`src/rtl/i2cm_pkg.sv`:
```
package i2cm_pkg;

  // Classified action of one input transfer.
  typedef enum logic [2:0] {
    ACT_TICK    = 3'd0,
    ACT_START   = 3'd1,
    ACT_RESTART = 3'd2,
    ACT_STOP    = 3'd3,
    ACT_WRITE   = 3'd4,
    ACT_READ    = 3'd5,
    ACT_NOP     = 3'd6
  } act_t;

  // One classified item as it travels from the front end to the engine.
  typedef struct packed {
    act_t       act;
    logic [7:0] wdata;
    logic       sda_in;
  } item_t;

  // One result item.
  typedef struct packed {
    logic       ack_level;
    logic [7:0] read_byte;
    logic       done_res;
    logic       busy_res;
    logic       sda_drive;
    logic       scl_level;
  } res_t;

  // Queue between front end and engine.
  localparam int QDEPTH  = 2;
  localparam int QPTR_W  = $clog2(QDEPTH);
  localparam int QCNT_W  = $clog2(QDEPTH + 1);

  // Phase counts per command.
  localparam logic [5:0] PHASES_SHORT = 6'd4;
  localparam logic [5:0] PHASES_WRITE = 6'd36;
  localparam logic [5:0] PHASES_READ  = 6'd32;

  localparam logic [15:0] QPERIOD_RST = 16'd1;

endpackage

```
`src/rtl/i2c_bit_level_master_unit.sv`:
```
// Channel | Dir | Handshake          | Payload
// in      | in  | in_tvalid/tready   | tuser: action; tdata: write_data, sda_in
// out     | out | out_tvalid/tready  | tdata: scl, sda, busy, done, read_byte, ack
// cfg     | in  | cfg_we             | cfg_wdata: quarter_period
//
// One input transfer is taken every clock cycle while the queue has room; each yields one result.
// The engine applies a whole item in a single state update, so its state loop sets that rate.
// An input transfer passes through the queue, then the result register, before its result appears.
// A two-entry queue and the result register let either side stall independently.
// Reset (rst_n low, synchronous) idles the engine with SCL and SDA released high.
module i2c_bit_level_master_unit (
  input  logic        clk,
  input  logic        rst_n,
  input  logic        in_tvalid,
  output logic        in_tready,
  input  logic [2:0]  in_tuser,   // [2:0] action
  input  logic [15:0] in_tdata,   // [7:0] write_data, [8] sda_in, [15:9] zero
  output logic        out_tvalid,
  input  logic        out_tready,
  output logic [15:0] out_tdata,  // [0] scl_level, [1] sda_drive, [2] busy_res,
                                  // [3] done_res, [11:4] read_byte, [12] ack_level,
                                  // [15:13] zero
  input  logic        cfg_we,
  input  logic [15:0] cfg_wdata
);

  logic            f_valid;
  i2cm_pkg::item_t f_item;
  logic            q_valid, q_ready;
  i2cm_pkg::item_t q_item;
  i2cm_pkg::res_t  res;

  // Front end: classify the incoming transfer.
  i2cm_front u_front (
    .in_tvalid  (in_tvalid),
    .in_tuser   (in_tuser),
    .in_tdata   (in_tdata),
    .item_valid (f_valid),
    .item       (f_item)
  );

  // Queue between classification and execution.
  i2cm_queue u_queue (
    .clk        (clk),
    .rst_n      (rst_n),
    .push_valid (f_valid),
    .push_ready (in_tready),
    .push_item  (f_item),
    .pop_valid  (q_valid),
    .pop_ready  (q_ready),
    .pop_item   (q_item)
  );

  // Back end: bit-level command engine.
  i2cm_engine u_engine (
    .clk        (clk),
    .rst_n      (rst_n),
    .cfg_we     (cfg_we),
    .cfg_wdata  (cfg_wdata),
    .item_valid (q_valid),
    .item_ready (q_ready),
    .item       (q_item),
    .res_valid  (out_tvalid),
    .res_ready  (out_tready),
    .res        (res)
  );

  assign out_tdata = {3'b000, res.ack_level, res.read_byte, res.done_res,
                      res.busy_res, res.sda_drive, res.scl_level};

endmodule

```
`src/rtl/i2cm_front.sv`:
```
module i2cm_front (
  input  logic                in_tvalid,
  input  logic [2:0]          in_tuser,
  input  logic [15:0]         in_tdata,
  output logic                item_valid,
  output i2cm_pkg::item_t     item
);

  // Decode the action code and unpack the data fields; unused codes become a no-op.
  always_comb begin
    unique case (in_tuser)
      3'd0:    item.act = i2cm_pkg::ACT_TICK;
      3'd1:    item.act = i2cm_pkg::ACT_START;
      3'd2:    item.act = i2cm_pkg::ACT_RESTART;
      3'd3:    item.act = i2cm_pkg::ACT_STOP;
      3'd4:    item.act = i2cm_pkg::ACT_WRITE;
      3'd5:    item.act = i2cm_pkg::ACT_READ;
      default: item.act = i2cm_pkg::ACT_NOP;
    endcase
    item.wdata  = in_tdata[7:0];
    item.sda_in = in_tdata[8];
  end

  assign item_valid = in_tvalid;

endmodule

```
`src/rtl/i2cm_queue.sv`:
```
module i2cm_queue (
  input  logic            clk,
  input  logic            rst_n,
  input  logic            push_valid,
  output logic            push_ready,
  input  i2cm_pkg::item_t push_item,
  output logic            pop_valid,
  input  logic            pop_ready,
  output i2cm_pkg::item_t pop_item
);

  i2cm_pkg::item_t                   mem_r [i2cm_pkg::QDEPTH];
  logic [i2cm_pkg::QPTR_W-1:0]       wr_ptr_r, wr_ptr_nxt;
  logic [i2cm_pkg::QPTR_W-1:0]       rd_ptr_r, rd_ptr_nxt;
  logic [i2cm_pkg::QCNT_W-1:0]       count_r, count_nxt;
  logic                              do_push, do_pop;

  assign push_ready = (count_r != i2cm_pkg::QCNT_W'(i2cm_pkg::QDEPTH));
  assign pop_valid  = (count_r != '0);
  assign pop_item   = mem_r[rd_ptr_r];
  assign do_push    = push_valid && push_ready;
  assign do_pop     = pop_valid && pop_ready;

  // Pointer and fill count update.
  always_comb begin
    wr_ptr_nxt = wr_ptr_r;
    rd_ptr_nxt = rd_ptr_r;
    count_nxt  = count_r;
    if (do_push) begin
      wr_ptr_nxt = (wr_ptr_r == i2cm_pkg::QPTR_W'(i2cm_pkg::QDEPTH - 1)) ? '0 : wr_ptr_r + 1'b1;
    end
    if (do_pop) begin
      rd_ptr_nxt = (rd_ptr_r == i2cm_pkg::QPTR_W'(i2cm_pkg::QDEPTH - 1)) ? '0 : rd_ptr_r + 1'b1;
    end
    if (do_push && !do_pop) begin
      count_nxt = count_r + 1'b1;
    end else if (do_pop && !do_push) begin
      count_nxt = count_r - 1'b1;
    end
  end

  always_ff @(posedge clk) begin
    if (!rst_n) begin
      wr_ptr_r <= '0;
      rd_ptr_r <= '0;
      count_r  <= '0;
    end else begin
      wr_ptr_r <= wr_ptr_nxt;
      rd_ptr_r <= rd_ptr_nxt;
      count_r  <= count_nxt;
    end
  end

  // Entry storage.
  always_ff @(posedge clk) begin
    if (do_push) begin
      mem_r[wr_ptr_r] <= push_item;
    end
  end

`ifndef SYNTH
  a_count_bound: assert property (@(posedge clk) disable iff (!rst_n)
    count_r <= i2cm_pkg::QCNT_W'(i2cm_pkg::QDEPTH))
    else $error("queue fill count out of range");
  a_count_track: assert property (@(posedge clk) disable iff (!rst_n)
    (do_push && !do_pop) |=> (count_r == $past(count_r) + 1'b1))
    else $error("queue count missed a push");
  a_ptr_gap: assert property (@(posedge clk) disable iff (!rst_n)
    (count_r == '0) |-> (wr_ptr_r == rd_ptr_r))
    else $error("queue pointers disagree with empty count");
`endif

endmodule

```
`src/rtl/i2cm_engine.sv`:
```
module i2cm_engine (
  input  logic            clk,
  input  logic            rst_n,
  input  logic            cfg_we,
  input  logic [15:0]     cfg_wdata,
  input  logic            item_valid,
  output logic            item_ready,
  input  i2cm_pkg::item_t item,
  output logic            res_valid,
  input  logic            res_ready,
  output i2cm_pkg::res_t  res
);

  typedef enum logic [2:0] {
    K_IDLE, K_START, K_RESTART, K_STOP, K_WRITE, K_READ
  } kind_t;

  typedef struct packed {
    logic       scl;
    logic       sda;
    logic [7:0] shift;
  } pin_t;

  kind_t           kind_r, kind_nxt;
  logic [5:0]      phase_r, phase_nxt;
  logic [15:0]     tick_r, tick_nxt;
  logic [7:0]      shift_r;
  logic            scl_r, sda_r, ack_r;
  logic            ack_nxt;
  logic [7:0]      hold_r, hold_nxt;
  logic            done_nxt;
  logic [15:0]     qperiod_r;
  logic [15:0]     limit;
  logic [15:0]     tick_inc;
  logic [5:0]      phase_inc;
  logic            out_valid_r;
  i2cm_pkg::res_t  out_r;
  pin_t            pin_cur, pin_nxt;
  logic            take;

  // Pin and shift settings for one quarter phase of a command.
  function automatic pin_t apply_phase(kind_t k, logic [5:0] ph, pin_t cur, logic din);
    pin_t       r;
    logic [1:0] q;
    logic [3:0] b;
    r = cur;
    q = ph[1:0];
    b = ph[5:2];
    unique case (k)
      K_START: begin
        if (q == 2'd0) begin
          r.scl = 1'b1;
          r.sda = 1'b1;
        end else if (q == 2'd2) begin
          r.sda = 1'b0;
        end
      end
      K_RESTART: begin
        unique case (q)
          2'd0: r.scl = 1'b0;
          2'd1: r.sda = 1'b1;
          2'd2: r.scl = 1'b1;
          default: r.sda = 1'b0;
        endcase
      end
      K_STOP: begin
        unique case (q)
          2'd0: r.scl = 1'b0;
          2'd1: r.sda = 1'b0;
          2'd2: r.scl = 1'b1;
          default: r.sda = 1'b1;
        endcase
      end
      K_WRITE: begin
        if (!b[3]) begin
          if (q == 2'd0) begin
            r.scl = 1'b0;
          end else if (q == 2'd1) begin
            r.sda   = cur.shift[7];
            r.shift = {cur.shift[6:0], 1'b0};
          end else if (q == 2'd2) begin
            r.scl = 1'b1;
          end
        end else begin
          if (q == 2'd0) begin
            r.scl = 1'b0;
            r.sda = 1'b1;
          end else if (q == 2'd2) begin
            r.scl = 1'b1;
          end
        end
      end
      K_READ: begin
        if (q == 2'd0) begin
          r.scl = 1'b0;
          r.sda = 1'b1;
        end else if (q == 2'd2) begin
          r.scl = 1'b1;
        end else if (q == 2'd3 && !b[3]) begin
          r.shift[~b[2:0]] = cur.shift[~b[2:0]] | din;
        end
      end
      default: ;
    endcase
    return r;
  endfunction

  // Number of quarter phases a command plays out.
  function automatic logic [5:0] phase_total(kind_t k);
    logic [5:0] t;
    unique case (k)
      K_WRITE: t = i2cm_pkg::PHASES_WRITE;
      K_READ:  t = i2cm_pkg::PHASES_READ;
      default: t = i2cm_pkg::PHASES_SHORT;
    endcase
    return t;
  endfunction

  // The engine takes an item whenever the result slot is free or draining.
  assign item_ready = !out_valid_r || res_ready;
  assign take       = item_valid && item_ready;
  assign res_valid  = out_valid_r;
  assign res        = out_r;

  assign limit     = (qperiod_r == '0) ? 16'd1 : qperiod_r;
  assign tick_inc  = tick_r + 16'd1;
  assign phase_inc = phase_r + 6'd1;
  assign pin_cur   = '{scl: scl_r, sda: sda_r, shift: shift_r};

  // Command issue and tick advance.
  always_comb begin
    kind_nxt  = kind_r;
    phase_nxt = phase_r;
    tick_nxt  = tick_r;
    pin_nxt   = pin_cur;
    ack_nxt   = ack_r;
    hold_nxt  = hold_r;
    done_nxt  = 1'b0;
    if (kind_r == K_IDLE) begin
      unique case (item.act)
        i2cm_pkg::ACT_START:   kind_nxt = K_START;
        i2cm_pkg::ACT_RESTART: kind_nxt = K_RESTART;
        i2cm_pkg::ACT_STOP:    kind_nxt = K_STOP;
        i2cm_pkg::ACT_WRITE:   kind_nxt = K_WRITE;
        i2cm_pkg::ACT_READ:    kind_nxt = K_READ;
        default:               kind_nxt = K_IDLE;
      endcase
      if (kind_nxt != K_IDLE) begin
        phase_nxt = '0;
        tick_nxt  = '0;
        pin_nxt.shift = (kind_nxt == K_WRITE) ? item.wdata : 8'd0;
        pin_nxt = apply_phase(kind_nxt, 6'd0, pin_nxt, item.sda_in);
      end
    end else if (item.act == i2cm_pkg::ACT_TICK) begin
      tick_nxt = tick_inc;
      if (tick_inc >= limit) begin
        tick_nxt = '0;
        if (phase_inc >= phase_total(kind_r)) begin
          if (kind_r == K_WRITE) begin
            ack_nxt = item.sda_in;
          end
          if (kind_r == K_READ) begin
            hold_nxt = shift_r;
          end
          kind_nxt  = K_IDLE;
          phase_nxt = '0;
          done_nxt  = 1'b1;
        end else begin
          phase_nxt = phase_inc;
          pin_nxt   = apply_phase(kind_r, phase_inc, pin_cur, item.sda_in);
        end
      end
    end
  end

  // Command state, quarter-period config and result register.
  always_ff @(posedge clk) begin
    if (!rst_n) begin
      kind_r      <= K_IDLE;
      phase_r     <= '0;
      tick_r      <= '0;
      shift_r     <= '0;
      scl_r       <= 1'b1;
      sda_r       <= 1'b1;
      ack_r       <= 1'b1;
      hold_r      <= '0;
      qperiod_r   <= i2cm_pkg::QPERIOD_RST;
      out_valid_r <= 1'b0;
      out_r       <= '0;
    end else begin
      if (cfg_we) begin
        qperiod_r <= cfg_wdata;
      end
      if (take) begin
        kind_r      <= kind_nxt;
        phase_r     <= phase_nxt;
        tick_r      <= tick_nxt;
        shift_r     <= pin_nxt.shift;
        scl_r       <= pin_nxt.scl;
        sda_r       <= pin_nxt.sda;
        ack_r       <= ack_nxt;
        hold_r      <= hold_nxt;
        out_valid_r <= 1'b1;
        out_r.scl_level <= pin_nxt.scl;
        out_r.sda_drive <= pin_nxt.sda;
        out_r.busy_res  <= (kind_nxt != K_IDLE);
        out_r.done_res  <= done_nxt;
        out_r.read_byte <= hold_nxt;
        out_r.ack_level <= ack_nxt;
      end else if (res_ready) begin
        out_valid_r <= 1'b0;
      end
    end
  end

`ifndef SYNTH
  a_done_idle: assert property (@(posedge clk) disable iff (!rst_n)
    out_valid_r |-> !(out_r.done_res && out_r.busy_res))
    else $error("completion reported while still busy");
  a_phase_bound: assert property (@(posedge clk) disable iff (!rst_n)
    (kind_r != K_IDLE) |-> (phase_r < phase_total(kind_r)))
    else $error("phase step past end of command");
  a_idle_clear: assert property (@(posedge clk) disable iff (!rst_n)
    (kind_r == K_IDLE) |-> (phase_r == '0 && tick_r == '0))
    else $error("idle engine holds stale phase or tick count");
  a_done_from_busy: assert property (@(posedge clk) disable iff (!rst_n)
    (take && done_nxt) |-> (kind_r != K_IDLE && item.act == i2cm_pkg::ACT_TICK))
    else $error("completion without a running command");
`endif

endmodule
```
`config.mk`:
```
export PLATFORM = sky130hd
export DESIGN_NAME = i2c_bit_level_master_unit
export DESIGN_NICKNAME = d
export VERILOG_FILES = /design/src/rtl/i2cm_pkg.sv /design/src/rtl/i2c_bit_level_master_unit.sv /design/src/rtl/i2cm_front.sv /design/src/rtl/i2cm_queue.sv /design/src/rtl/i2cm_engine.sv
export SDC_FILE = /design/constraint.sdc
export NUM_CORES = 1
export LEC_CHECK = 0
export BUFFER_PORTS_ARGS = -buffer_cell sky130_fd_sc_hd__buf_2
export CAP_MARGIN = 20
export CELL_PAD_IN_SITES_DETAIL_PLACEMENT = 0
export CELL_PAD_IN_SITES_GLOBAL_PLACEMENT = 1
export CORE_AREA = 5 5 182 131
export CTS_CLUSTER_DIAMETER = 200
export DETAILED_ROUTE_END_ITERATION = 10
export DIE_AREA = 0 0 187 136
export GPL_TIMING_DRIVEN = 1
export HOLD_SLACK_MARGIN = 0.12
export PLACE_DENSITY_LB_ADDON = 0.2
export SETUP_SLACK_MARGIN = 0.05
export SLEW_MARGIN = 20
export SYNTH_ARGS = -nofsm -noshare
export SYNTH_HDL_FRONTEND = slang
export SYNTH_SLANG_ARGS = --single-unit
```
`constraint.sdc`:
```
create_clock -name clk -period 4.02 [get_ports clk]
set_input_delay 0.603 -clock clk [delete_from_list [all_inputs] [get_ports clk]]
set_output_delay 0.603 -clock clk [all_outputs]
set_load 0.1 [all_outputs]
```
==> metrics, run 1 <==
total number of vias=approximately 4500; final-report setup violation count=0; count of final max-slew check failures=0; clock group share of total power=25.2%; peak-usage layer in the global routing report=met1; synthesized area divided by synthesized cell count=around 9 um2; final critical-path share of the clock period=around 93%; Post-DRT Antenna Nets=0; type of the most critical hold path=primary input to flip-flop; remaining design rule violation count=0; buffer depth of the longest clock path=2; Hold Worst Slack=about 0.43 ns; Synthesis Warnings=0; outcome=complete, no violations; Total Die Area=between 20000 and 30000 um2; maximum fanout encountered on the critical timing path=5; timing-limited maximum frequency=0.268 GHz; IR drop worst, VDD=between 0.2 and 0.3 mV; CTS Root Buffer Type=clkbuf_16; Synth cell types=69; count of clock tree sinks=between 90 and 100; switch share=a little over two fifths; maximum number of pins on one net before global-route repair=32; Post-CTS Hold Buffers=0; post-detailed-route via-to-cell ratio=4.69; Placer Congestion=between 0.7 and 0.8; met2 routing resource usage after global routing=between 15 and 20%; net load switching power=1.47 mW; detailed-router iteration count before antenna repair=5; Die X=about 190 um; HPWL after DPL=roughly 11 mm; worst clock skew on the final layout=about 0.0099 ns; synthesized instance count=slightly above 600; endpoint required time on the critical path=about 4.3 ns; part of the Yosys area used for sequential elements=39.7%; Post-Route Setup TNS=0 ns; row cnt=between 40 and 50; TritonCTS clock tree=yes; H-Tree Depth=3; Total Routed Length=between 10 and 15 mm; antenna violations before repair=0; die boundary height=roughly 140 um; placeable core region=~22000 um2; area of the mapped netlist=between 5000 and 6000 um2; crit end category=flip-flop; synthesis-to-finish area growth=18.1%; leakage power figure=about 2.5 nW; Internal Pwr Total=2.03 mW; clk_lat worst skew=0.36 ns; Ant. Diodes=0; RSZ-0062 raised after global routing=no; first-pass GRT wire length=23.9 mm; number of DRC markers after the initial detailed-route iteration=~270; startpoint kind of the worst setup timing path=flip-flop; number of buffers created by CTS=9; cell taking the most area after synthesis=dfxtp_1; post-route minimum period=between 3 and 4 ns; ratio of total power to cell area=roughly 550 nW/um2; Initial Util=24.4%; most area-consuming cells after synthesis=dfxtp_1 (26%), edfxtp_1 (13%), mux2i_1 (7.6%); met1 layer usage reported by global route=about a fifth; number of flip-flops and latches in the synthesized netlist=95; Slew Limit Headroom=about 48%; critical path class=flip-flop to flip-flop; Main synth FF type=dfxtp_1; Boundary Pins=just under 60; relative contribution of combinational cells to total power=a little under two fifths; Flop pwr share=between 30% and 40%; number of flops mapped to enable cells by yosys=24; portion of synthesized cell area occupied by the leading cell type=a little over a quarter; PortBufs=47; clock-pin slew of the registers on the worst-case setup and hold paths=roughly 0.080 ns; total grt overflow=0; Async SR Flop Fraction=0%; total routing usage reported by global routing=11.8%; total of max-cap violations=0; met3 demand-to-capacity share in global routing=2.16%; vias in the first global route=~4200; worst slew pin tran=roughly 0.78 ns; fraction of final layout cells with drive strength greater than 1=between 10% and 20%; worst endpoint data arrival time=3.99 ns; final net count=722; count of endpoints failing hold in the final timing report=0; mean routed wirelength per cell=~16 um
## power by group through the flow
stage	combinational, mW	clock, mW	sequential, mW
after CTS	1.32	0.914	1.31
final	1.32	0.885	1.31
after global placement	1.30	0	1.33
after floorplan	0.844	0	1.41
after detailed placement	1.31	0	1.33
after global routing	1.44	0.950	1.33
## layer usage
layer  part of all wire, %  routed length (um)
met2                    39                5890
met3                   4.5                 677
met4                  0.97                 145
met1                    55                8260
met5                     0                   0
## what timing repair did
| item | 4_1_cts | 5_1_grt |
|---|---|---|
| setup buffers | 0 | 0 |
| resized for setup | 0 | 9 |
| setup endpoints to repair | 0 | 43 |
## logic make-up after synthesis
kind of cell,share of synthesized area (%)
XOR/XNOR,6.00
other,0.0694
multiplexers,8.99
flip-flops,39.7
AND/OR/NAND/NOR,19.7
adder cells (fa/ha/maj),5.56
buffers and inverters,5.10
AO/OA/AOI/OAI,14.9
## worst max-delay path, cell delays in order (launching register included)
cell	delay, ns
dfxtp_4	0.38
ha_2	0.21
nand3_1	0.13
nor4_2	0.29
buf_4	0.16
nand3_1	0.10
nor2_1	0.14
xor2_1	0.29
ha_2	0.27
o21ai_1	0.11
a22oi_2	0.16
nand3b_1	0.19
a31o_4	0.28
or3_1	0.42
o31a_1	0.26
a311oi_2	0.25
## cell usage after synthesis (all sizes together) (9+ instances only)
library cell  count
a21oi            28
a31oi             9
buf              18
clkbuf           15
dfxtp            71
edfxtp           24
ha               24
inv              28
mux2i            41
nand2            49
nand3            21
nor2             89
nor3             17
o21ai            17
xnor2            17
xor2             20
## layout make-up
| class | count | area, um2 |
|---|---|---|
| fillers | 2386 | 15700 |
| multi-input cells | 450 | 3020 |
| flip-flops and latches | 95 | 2150 |
| repair buffers | 74 | 450 |
| well taps | 288 | 360 |
| clock buffers | 9 | 225 |
| inverters | 28 | 105 |
| clock inverters | 7 | 76.3 |
## metrics by stage
step	cells	power (mW)	instance area, um2	utilization, %	setup WS (ns)
finish	951	3.51	6380	28.9	0.294
global route	951	3.71	6380	28.9	0.0557
CTS	951	3.54	6350	28.7	0.0708
detailed placement	935	2.64	6050	27.4	0.113
global placement	935	2.63	6050	27.4	0.163
floorplan	606	2.26	5410	-	0.410
## layout by cell type (no fill, tap or decap), drive strengths merged, types with 5 or more instances in the layout
cell,instances
nand4,6
xor2,20
inv,32
a31o,5
mux2i,41
ha,24
or3,8
a21oi,28
a311oi,6
nor3,17
xnor2,17
edfxtp,24
nor2,89
o21ai,17
mux2,6
buf,74
clkbuf,9
a31oi,9
dfxtp,71
nor4,6
and3,5
nand2,49
nand3,21
o22ai,5
## path summary, 6_finish.rpt
path	startpoint	to	slack, ns	cells after the start
worst max register to register	u_engine.tick_r[0]$_SDFFE_PN0P_	u_engine.shift_r[6]$_SDFFE_PN0P_	0.29	15
worst min-delay path	in_tdata[7]	u_queue.mem_r[0][8]$_DFFE_PP_	0.43	1
worst min register to register	u_engine.res[2]$_SDFFE_PN0P_	u_engine.res[2]$_SDFFE_PN0P_	0.46	2
worst max-delay path	u_engine.tick_r[0]$_SDFFE_PN0P_	u_engine.shift_r[6]$_SDFFE_PN0P_	0.29	15
## state kept, by name, summed over array words and instances (netlist names), named ones only
signal              flops
u_engine.sda_r          1
u_engine.res            5
u_queue.wr_ptr_r        1
u_engine.shift_r        8
u_engine.phase_r        6
u_queue.count_r         2
u_queue.rd_ptr_r        1
u_engine.scl_r          1
u_queue.mem_r          24
u_engine.kind_r         3
u_engine.qperiod_r     16
u_engine.hold_r         8
u_engine.res_valid      1
u_engine.ack_r          1
u_engine.tick_r        16
No activity file was read; power rests on OpenSTA's default activity.
==> run 2: changes to the inputs <==
Settings changed: SETUP_SLACK_MARGIN 0.05 to 0.4.
==> run 2 against run 1 <==
Design area increased by 2.5%. Sequential power hardly changed. Sequential cell count is the same. Largest cell class unchanged. Largest power group unchanged. Highest routed layer unchanged.
==> metrics, run 2 (synthesis gave the netlist of run 1 again) <==
outcome=complete, no violations; final-report setup violation count=0; worst min-delay path endpoint=u_queue.mem_r[0][8]$_DFFE_PP_; vias in the first global route=about 4200; count of endpoints failing hold in the final timing report=0; total number of vias=4479; max reg flops=24; Total Routed Length=approximately 15 mm; post-detailed-route via-to-cell ratio=4.69; number of buffers created by CTS=9; cell depth of the worst flop-to-flop path=15; cell depth of the worst hold path=1; Die X=187 um; mean routed wirelength per cell=roughly 16 um; crit-path cells=ha_4, nand3_2, nor4_2, buf_4, nand3_2, nor2_2, xor2_2, ha_2, nor3_1, a22oi_2, nand3b_1, a31o_4, o311ai_0, a211oi_1, a211oi_1; most frequent standard cell in the layout excluding fill and tap cells=nor2_1; leakage power figure=approximately 2.6 nW; post-route minimum period=3.49 ns; Boundary Pins=58; crit end category=flip-flop; reg-to-reg setup timing slack=between 0.5 and 0.6 ns; H-Tree Depth=3; antenna violations before repair=0; net load switching power=between 1 and 1.5 mW; R2R Path End=u_engine.shift_r[3]$_SDFFE_PN0P_; total of max-cap violations=0; maximum number of pins on one net before global-route repair=32; Post-Route Setup TNS=0 ns; Internal Pwr Total=2.04 mW; count of final max-slew check failures=0; Flop pwr share=around 37%; Total Die Area=roughly 25000 um2; IR drop worst, VDD=0.299 mV; Placer Congestion=about 0.8; master of the slowest instance on the critical path=o311ai_0; largest registers=u_queue.mem_r (24), u_engine.qperiod_r (16), u_engine.tick_r (16); Hold Worst Slack=roughly 0.43 ns; synthesis-to-finish area growth=21.1%; Post-DRT Antenna Nets=0; HPWL after DPL=11.2 mm; startpoint kind of the worst setup timing path=flip-flop; maximum single-stage delay on the critical path=about 0.54 ns; fraction of final layout cells with drive strength greater than 1=22.4%; switch share=42.0%; final net count=between 700 and 800; row cnt=46; clock-pin slew of the registers on the worst-case setup and hold paths=around 0.080 ns; Initial Util=24.4%; CTS Root Buffer Type=clkbuf_16; first-pass GRT wire length=24.0 mm; total grt overflow=0; placeable core region=about 22000 um2; number of DRC markers after the initial detailed-route iteration=between 200 and 250; type of the most critical hold path=primary input to flip-flop; Ant. Diodes=0; RSZ-0062 raised after global routing=no; minimum setup slack in the final design=between 0.5 and 0.6 ns; die boundary height=~140 um; clk_lat worst skew=between 0.3 and 0.4 ns; most frequent cells in the layout=nor2_1 (87), dfxtp_1 (61), nand2_1 (48), buf_2 (47), mux2i_1 (41); timing-limited maximum frequency=0.286 GHz; maximum fanout encountered on the critical timing path=5; worst clock skew on the final layout=around 0.011 ns; remaining design rule violation count=0; clock group share of total power=about a quarter; final critical-path share of the clock period=just under 90%; dpl ws=about 0.11 ns; endpoint required time on the critical path=between 4 and 5 ns; relative contribution of combinational cells to total power=a little under two fifths; total routing usage reported by global routing=between 10% and 20%; worst slew pin tran=approximately 0.8 ns; ratio of total power to cell area=between 500 and 600 nW/um2; count of clock tree sinks=95; start point of the worst hold path=in_tdata[7]; Slew Limit Headroom=a little under half; PortBufs=47; TritonCTS clock tree=yes; startpoint of the worst-slack reg-to-reg timing path=u_engine.tick_r[0]$_SDFFE_PN0P_; worst endpoint data arrival time=3.75 ns; critical path class=flip-flop to flip-flop; largest reg by FF count=u_queue.mem_r; buffer depth of the longest clock path=2; detailed-router iteration count before antenna repair=4
run 2: worst max-delay path, delay by kind of cell (launching register included):
family / cells / cell delay (ns)
buffers and inverters: 1 / 0.16
DFF: 1 / 0.39
AOI/OAI and AO/OA: 5 / 1.41
xor gates and xnor gates: 1 / 0.24
adders and majority gates: 2 / 0.40
and+or+nand+nor: 6 / 0.77
run 2: repair_timing:
action / in CTS / in global routing
resized for setup: 10 / 30
gates cloned: 0 / 0
hold buffers: 0 / 0
hold endpoints to repair: 0 / 0
endpoints found under the setup margin: 45 / 43
pin swaps: 6 / 5
buffers inserted: 2 / 1
run 2: area by class of cell:
cell class,instances,area [um2]
Inverter,28,105
Fill cell,2374,15600
Clock inverter,7,76.3
Sequential cell,95,2160
Tap cell,288,360
Clock buffer,9,225
Multi-Input combinational cell,450,3140
Timing Repair Buffer,77,473
run 2: power groups by stage:
stage / sequential [mW] / combinational, mW / clock, mW
after floorplan: 1.41 / 0.844 / 0
after global placement: 1.33 / 1.30 / 0
after detailed placement: 1.33 / 1.31 / 0
after CTS: 1.31 / 1.32 / 0.914
after global routing: 1.33 / 1.46 / 0.950
final: 1.31 / 1.33 / 0.884
run 2: per-stage QoR:
| step | power (mW) | instances | instance area [um2] | util, % |
|---|---|---|---|---|
| 2_1_floorplan | 2.26 | 606 | 5410 | - |
| 3_3_place_gp | 2.63 | 935 | 6050 | 27.4 |
| 3_5_place_dp | 2.64 | 935 | 6050 | 27.4 |
| 4_1_cts | 3.54 | 953 | 6400 | 29.0 |
| 5_1_grt | 3.74 | 954 | 6540 | 29.6 |
| 6_report | 3.53 | 954 | 6540 | 29.6 |
run 2: worst max-delay path by stage:
stage                                               start                               end  slack [ns]  cells after the start
after floorplan           u_engine.tick_r[0]$_SDFFE_PN0P_  u_engine.shift_r[6]$_SDFFE_PN0P_        0.41                     14
final                     u_engine.tick_r[0]$_SDFFE_PN0P_  u_engine.shift_r[3]$_SDFFE_PN0P_        0.53                     15
after global placement    u_engine.tick_r[0]$_SDFFE_PN0P_      u_engine.res[0]$_SDFFE_PN0P_        0.16                     14
after global routing      u_engine.tick_r[3]$_SDFFE_PN0P_  u_engine.shift_r[6]$_SDFFE_PN0P_        0.37                     13
after detailed placement  u_engine.tick_r[0]$_SDFFE_PN0P_  u_engine.shift_r[6]$_SDFFE_PN0P_        0.11                     13
after CTS                 u_engine.tick_r[0]$_SDFFE_PN0P_  u_engine.shift_r[6]$_SDFFE_PN0P_        0.40                     15
run 2: per-layer routing:
metal | global-route usage [%] | wire length (um) | vias to the layer above
li1 | - | - | 2269
met1 | 19.1 | 8250 | 2103
met2 | 15.9 | 6080 | 99
met3 | 2.16 | 666 | 8
met4 | 2.83 | 153 | 0
met5 | 0 | 0 | -
==> run 3: changes to the inputs <==
Settings changed: CORE_AREA 5 5 182 131 to 5 5 131 182, DIE_AREA 0 0 187 136 to 0 0 136 187.
==> run 3 against run 2 <==
Utilization is 0.21 points higher. Largest cell class unchanged. Maximum frequency grew 0.92%. Design area fell by 0.38%. Worst setup slack improved by 0.032 ns. Sequential share of layout area rose by 0.11 points. Sequential power hardly changed. Die area stayed put. Combinational power is essentially flat. Critical path type unchanged.
==> metrics, run 3 (synthesis gave the netlist of run 1 again) <==
Max Used Layer=met4; met1 wire length=~6.2 mm; outcome=complete, no violations; count of final max-slew check failures=0; H-Tree Depth=3; post-detailed-route via-to-cell ratio=roughly 4.8; count of clock tree sinks=95; final net count=around 720; worst endpoint data arrival time=about 3.7 ns; total number of vias=4605; Total Routed Length=about 15 mm; final cell area excluding filler cells=6510 um2; first-pass GRT wire length=around 25 mm; die boundary height=between 150 and 200 um; Total Die Area=~25000 um2; CTS Root Buffer Type=clkbuf_16; count of endpoints failing hold in the final timing report=0; synthesis-to-finish area growth=20.6%; final critical-path share of the clock period=86.1%; HPWL after DPL=between 10 and 15 mm; type of the most critical hold path=primary input to flip-flop; timing-limited maximum frequency=between 0.2 and 0.3 GHz; row cnt=between 60 and 70; critical path class=flip-flop to flip-flop; cell depth of the worst hold path=1; maximum fanout encountered on the critical timing path=5; maximum number of pins on one net before global-route repair=27; Placer Congestion=between 0.7 and 0.8; Post-DRT Antenna Nets=0; startpoint kind of the worst setup timing path=flip-flop; crit end category=flip-flop; fraction of final layout cells with drive strength greater than 1=a little over a fifth; met3 WL post-DR=between 400 and 500 um; standard cell area after detailed placement=roughly 6000 um2; fill count=roughly 2300; total routing usage reported by global routing=between 10% and 20%; IR drop worst, VDD=0.194 mV; total of max-cap violations=0; endpoint required time on the critical path=approximately 4.3 ns; clk_lat worst skew=roughly 0.35 ns; total grt overflow=0; final-report setup violation count=0; Post-CTS Hold Buffers=0; detailed-router iteration count before antenna repair=4; Pwr Total=between 3 and 4 mW; remaining design rule violation count=0; antenna violations before repair=0; largest reg by FF count=u_queue.mem_r; Boundary Pins=58; TritonCTS clock tree=yes; wire length on met2=8.43 mm; post-route minimum period=between 3 and 4 ns; buffer depth of the longest clock path=2; largest registers=u_queue.mem_r (24), u_engine.qperiod_r (16), u_engine.tick_r (16); RSZ-0062 raised after global routing=yes; leakage power figure=about 2.6 nW; most frequent standard cell in the layout excluding fill and tap cells=nor2_1; vias in the first global route=between 4000 and 5000; most frequent cells in the layout=nor2_1 (87), dfxtp_1 (62), nand2_1 (48), buf_2 (47), mux2i_1 (41); clock-pin slew of the registers on the worst-case setup and hold paths=around 0.070 ns; Die X=about 140 um; PortBufs=47; placeable core region=21900 um2; number of buffers created by CTS=9; number of DRC markers after the initial detailed-route iteration=around 170; worst slew pin tran=between 0.9 and 1 ns; Hold Worst Slack=0.437 ns; Ant. Diodes=0; ratio of total power to cell area=around 530 nW/um2; Initial Util=between 20% and 30%; mean routed wirelength per cell=16.1 um; cell depth of the worst flop-to-flop path=13; Post-Route Setup TNS=0 ns; max reg flops=24; Slew Limit Headroom=between 30% and 40%; worst clock skew on the final layout=0.00766 ns
## run 3: changes by cell type in the layout (fill, tap and decap cells not counted), moves of 2 or more
| cell | change |
|---|---|
| inv_6 | +2 |
| nand3_2 | -2 |
| o21ai_1 | +2 |
| clkinv_4 | -2 |
| buf_4 | -5 |
| buf_6 | +2 |
## run 3: timing repair
item | in CTS | in global routing
gates resized for setup | 17 | 22
endpoints found under the setup margin | 46 | 43
pin swaps | 6 | 7
setup buffers | 3 | 1
## run 3: metal layers
metal | track usage [%] | up-vias
met1 | 13.6 | 2231
met3 | 2.42 | 24
met5 | 0 | -
met4 | 4.54 | 0
met2 | 22.7 | 82
li1 | - | 2268
## run 3: area by class of cell
class	instances	area [um2]	share of cell area, %
multi-input cells	450	3130	48.1
inverters	28	105	1.61
clock buffers	9	225	3.46
flip-flops and latches	95	2160	33.1
clock inverters	7	61.3	0.941
repair buffers	74	458	7.03
well taps	297	372	5.70
## run 3: per-stage QoR
step | setup slack (ns) | instances | util [%]
after floorplan | 0.410 | 606 | -
after global placement | 0.109 | 940 | 27.6
after detailed placement | 0.0616 | 940 | 27.6
after CTS | 0.406 | 959 | 29.4
after global routing | 0.367 | 960 | 29.8
final | 0.561 | 960 | 29.8
## run 3: path summary, 6_finish.rpt
check	from	endpoint	slack [ns]
hold / removal	in_tdata[5]	u_queue.mem_r[0][6]$_DFFE_PP_	0.44
setup / recovery	u_engine.tick_r[3]$_SDFFE_PN0P_	u_engine.shift_r[6]$_SDFFE_PN0P_	0.56
setup reg to reg	u_engine.tick_r[3]$_SDFFE_PN0P_	u_engine.shift_r[6]$_SDFFE_PN0P_	0.56
hold reg to reg	u_engine.res[2]$_SDFFE_PN0P_	u_engine.res[2]$_SDFFE_PN0P_	0.46
## run 3: critical path, cell delays in order, from the launching register on
cell and delay, ns:
dfxtp_2 0.39, nand2_1 0.12, nor4_4 0.31, and3_4 0.24
nand3_1 0.12, xnor2_1 0.21, ha_1 0.33, o21ai_1 0.10
a22oi_2 0.24, nand3b_1 0.14, a31o_4 0.25, or3_4 0.41
o31a_1 0.26, a311oi_2 0.25
## run 3: power breakdown
| part | internal [mW] | switching (mW) |
|---|---|---|
| clock | 0.434 | 0.417 |
| sequential | 1.14 | 0.170 |
| combinational | 0.455 | 0.869 |
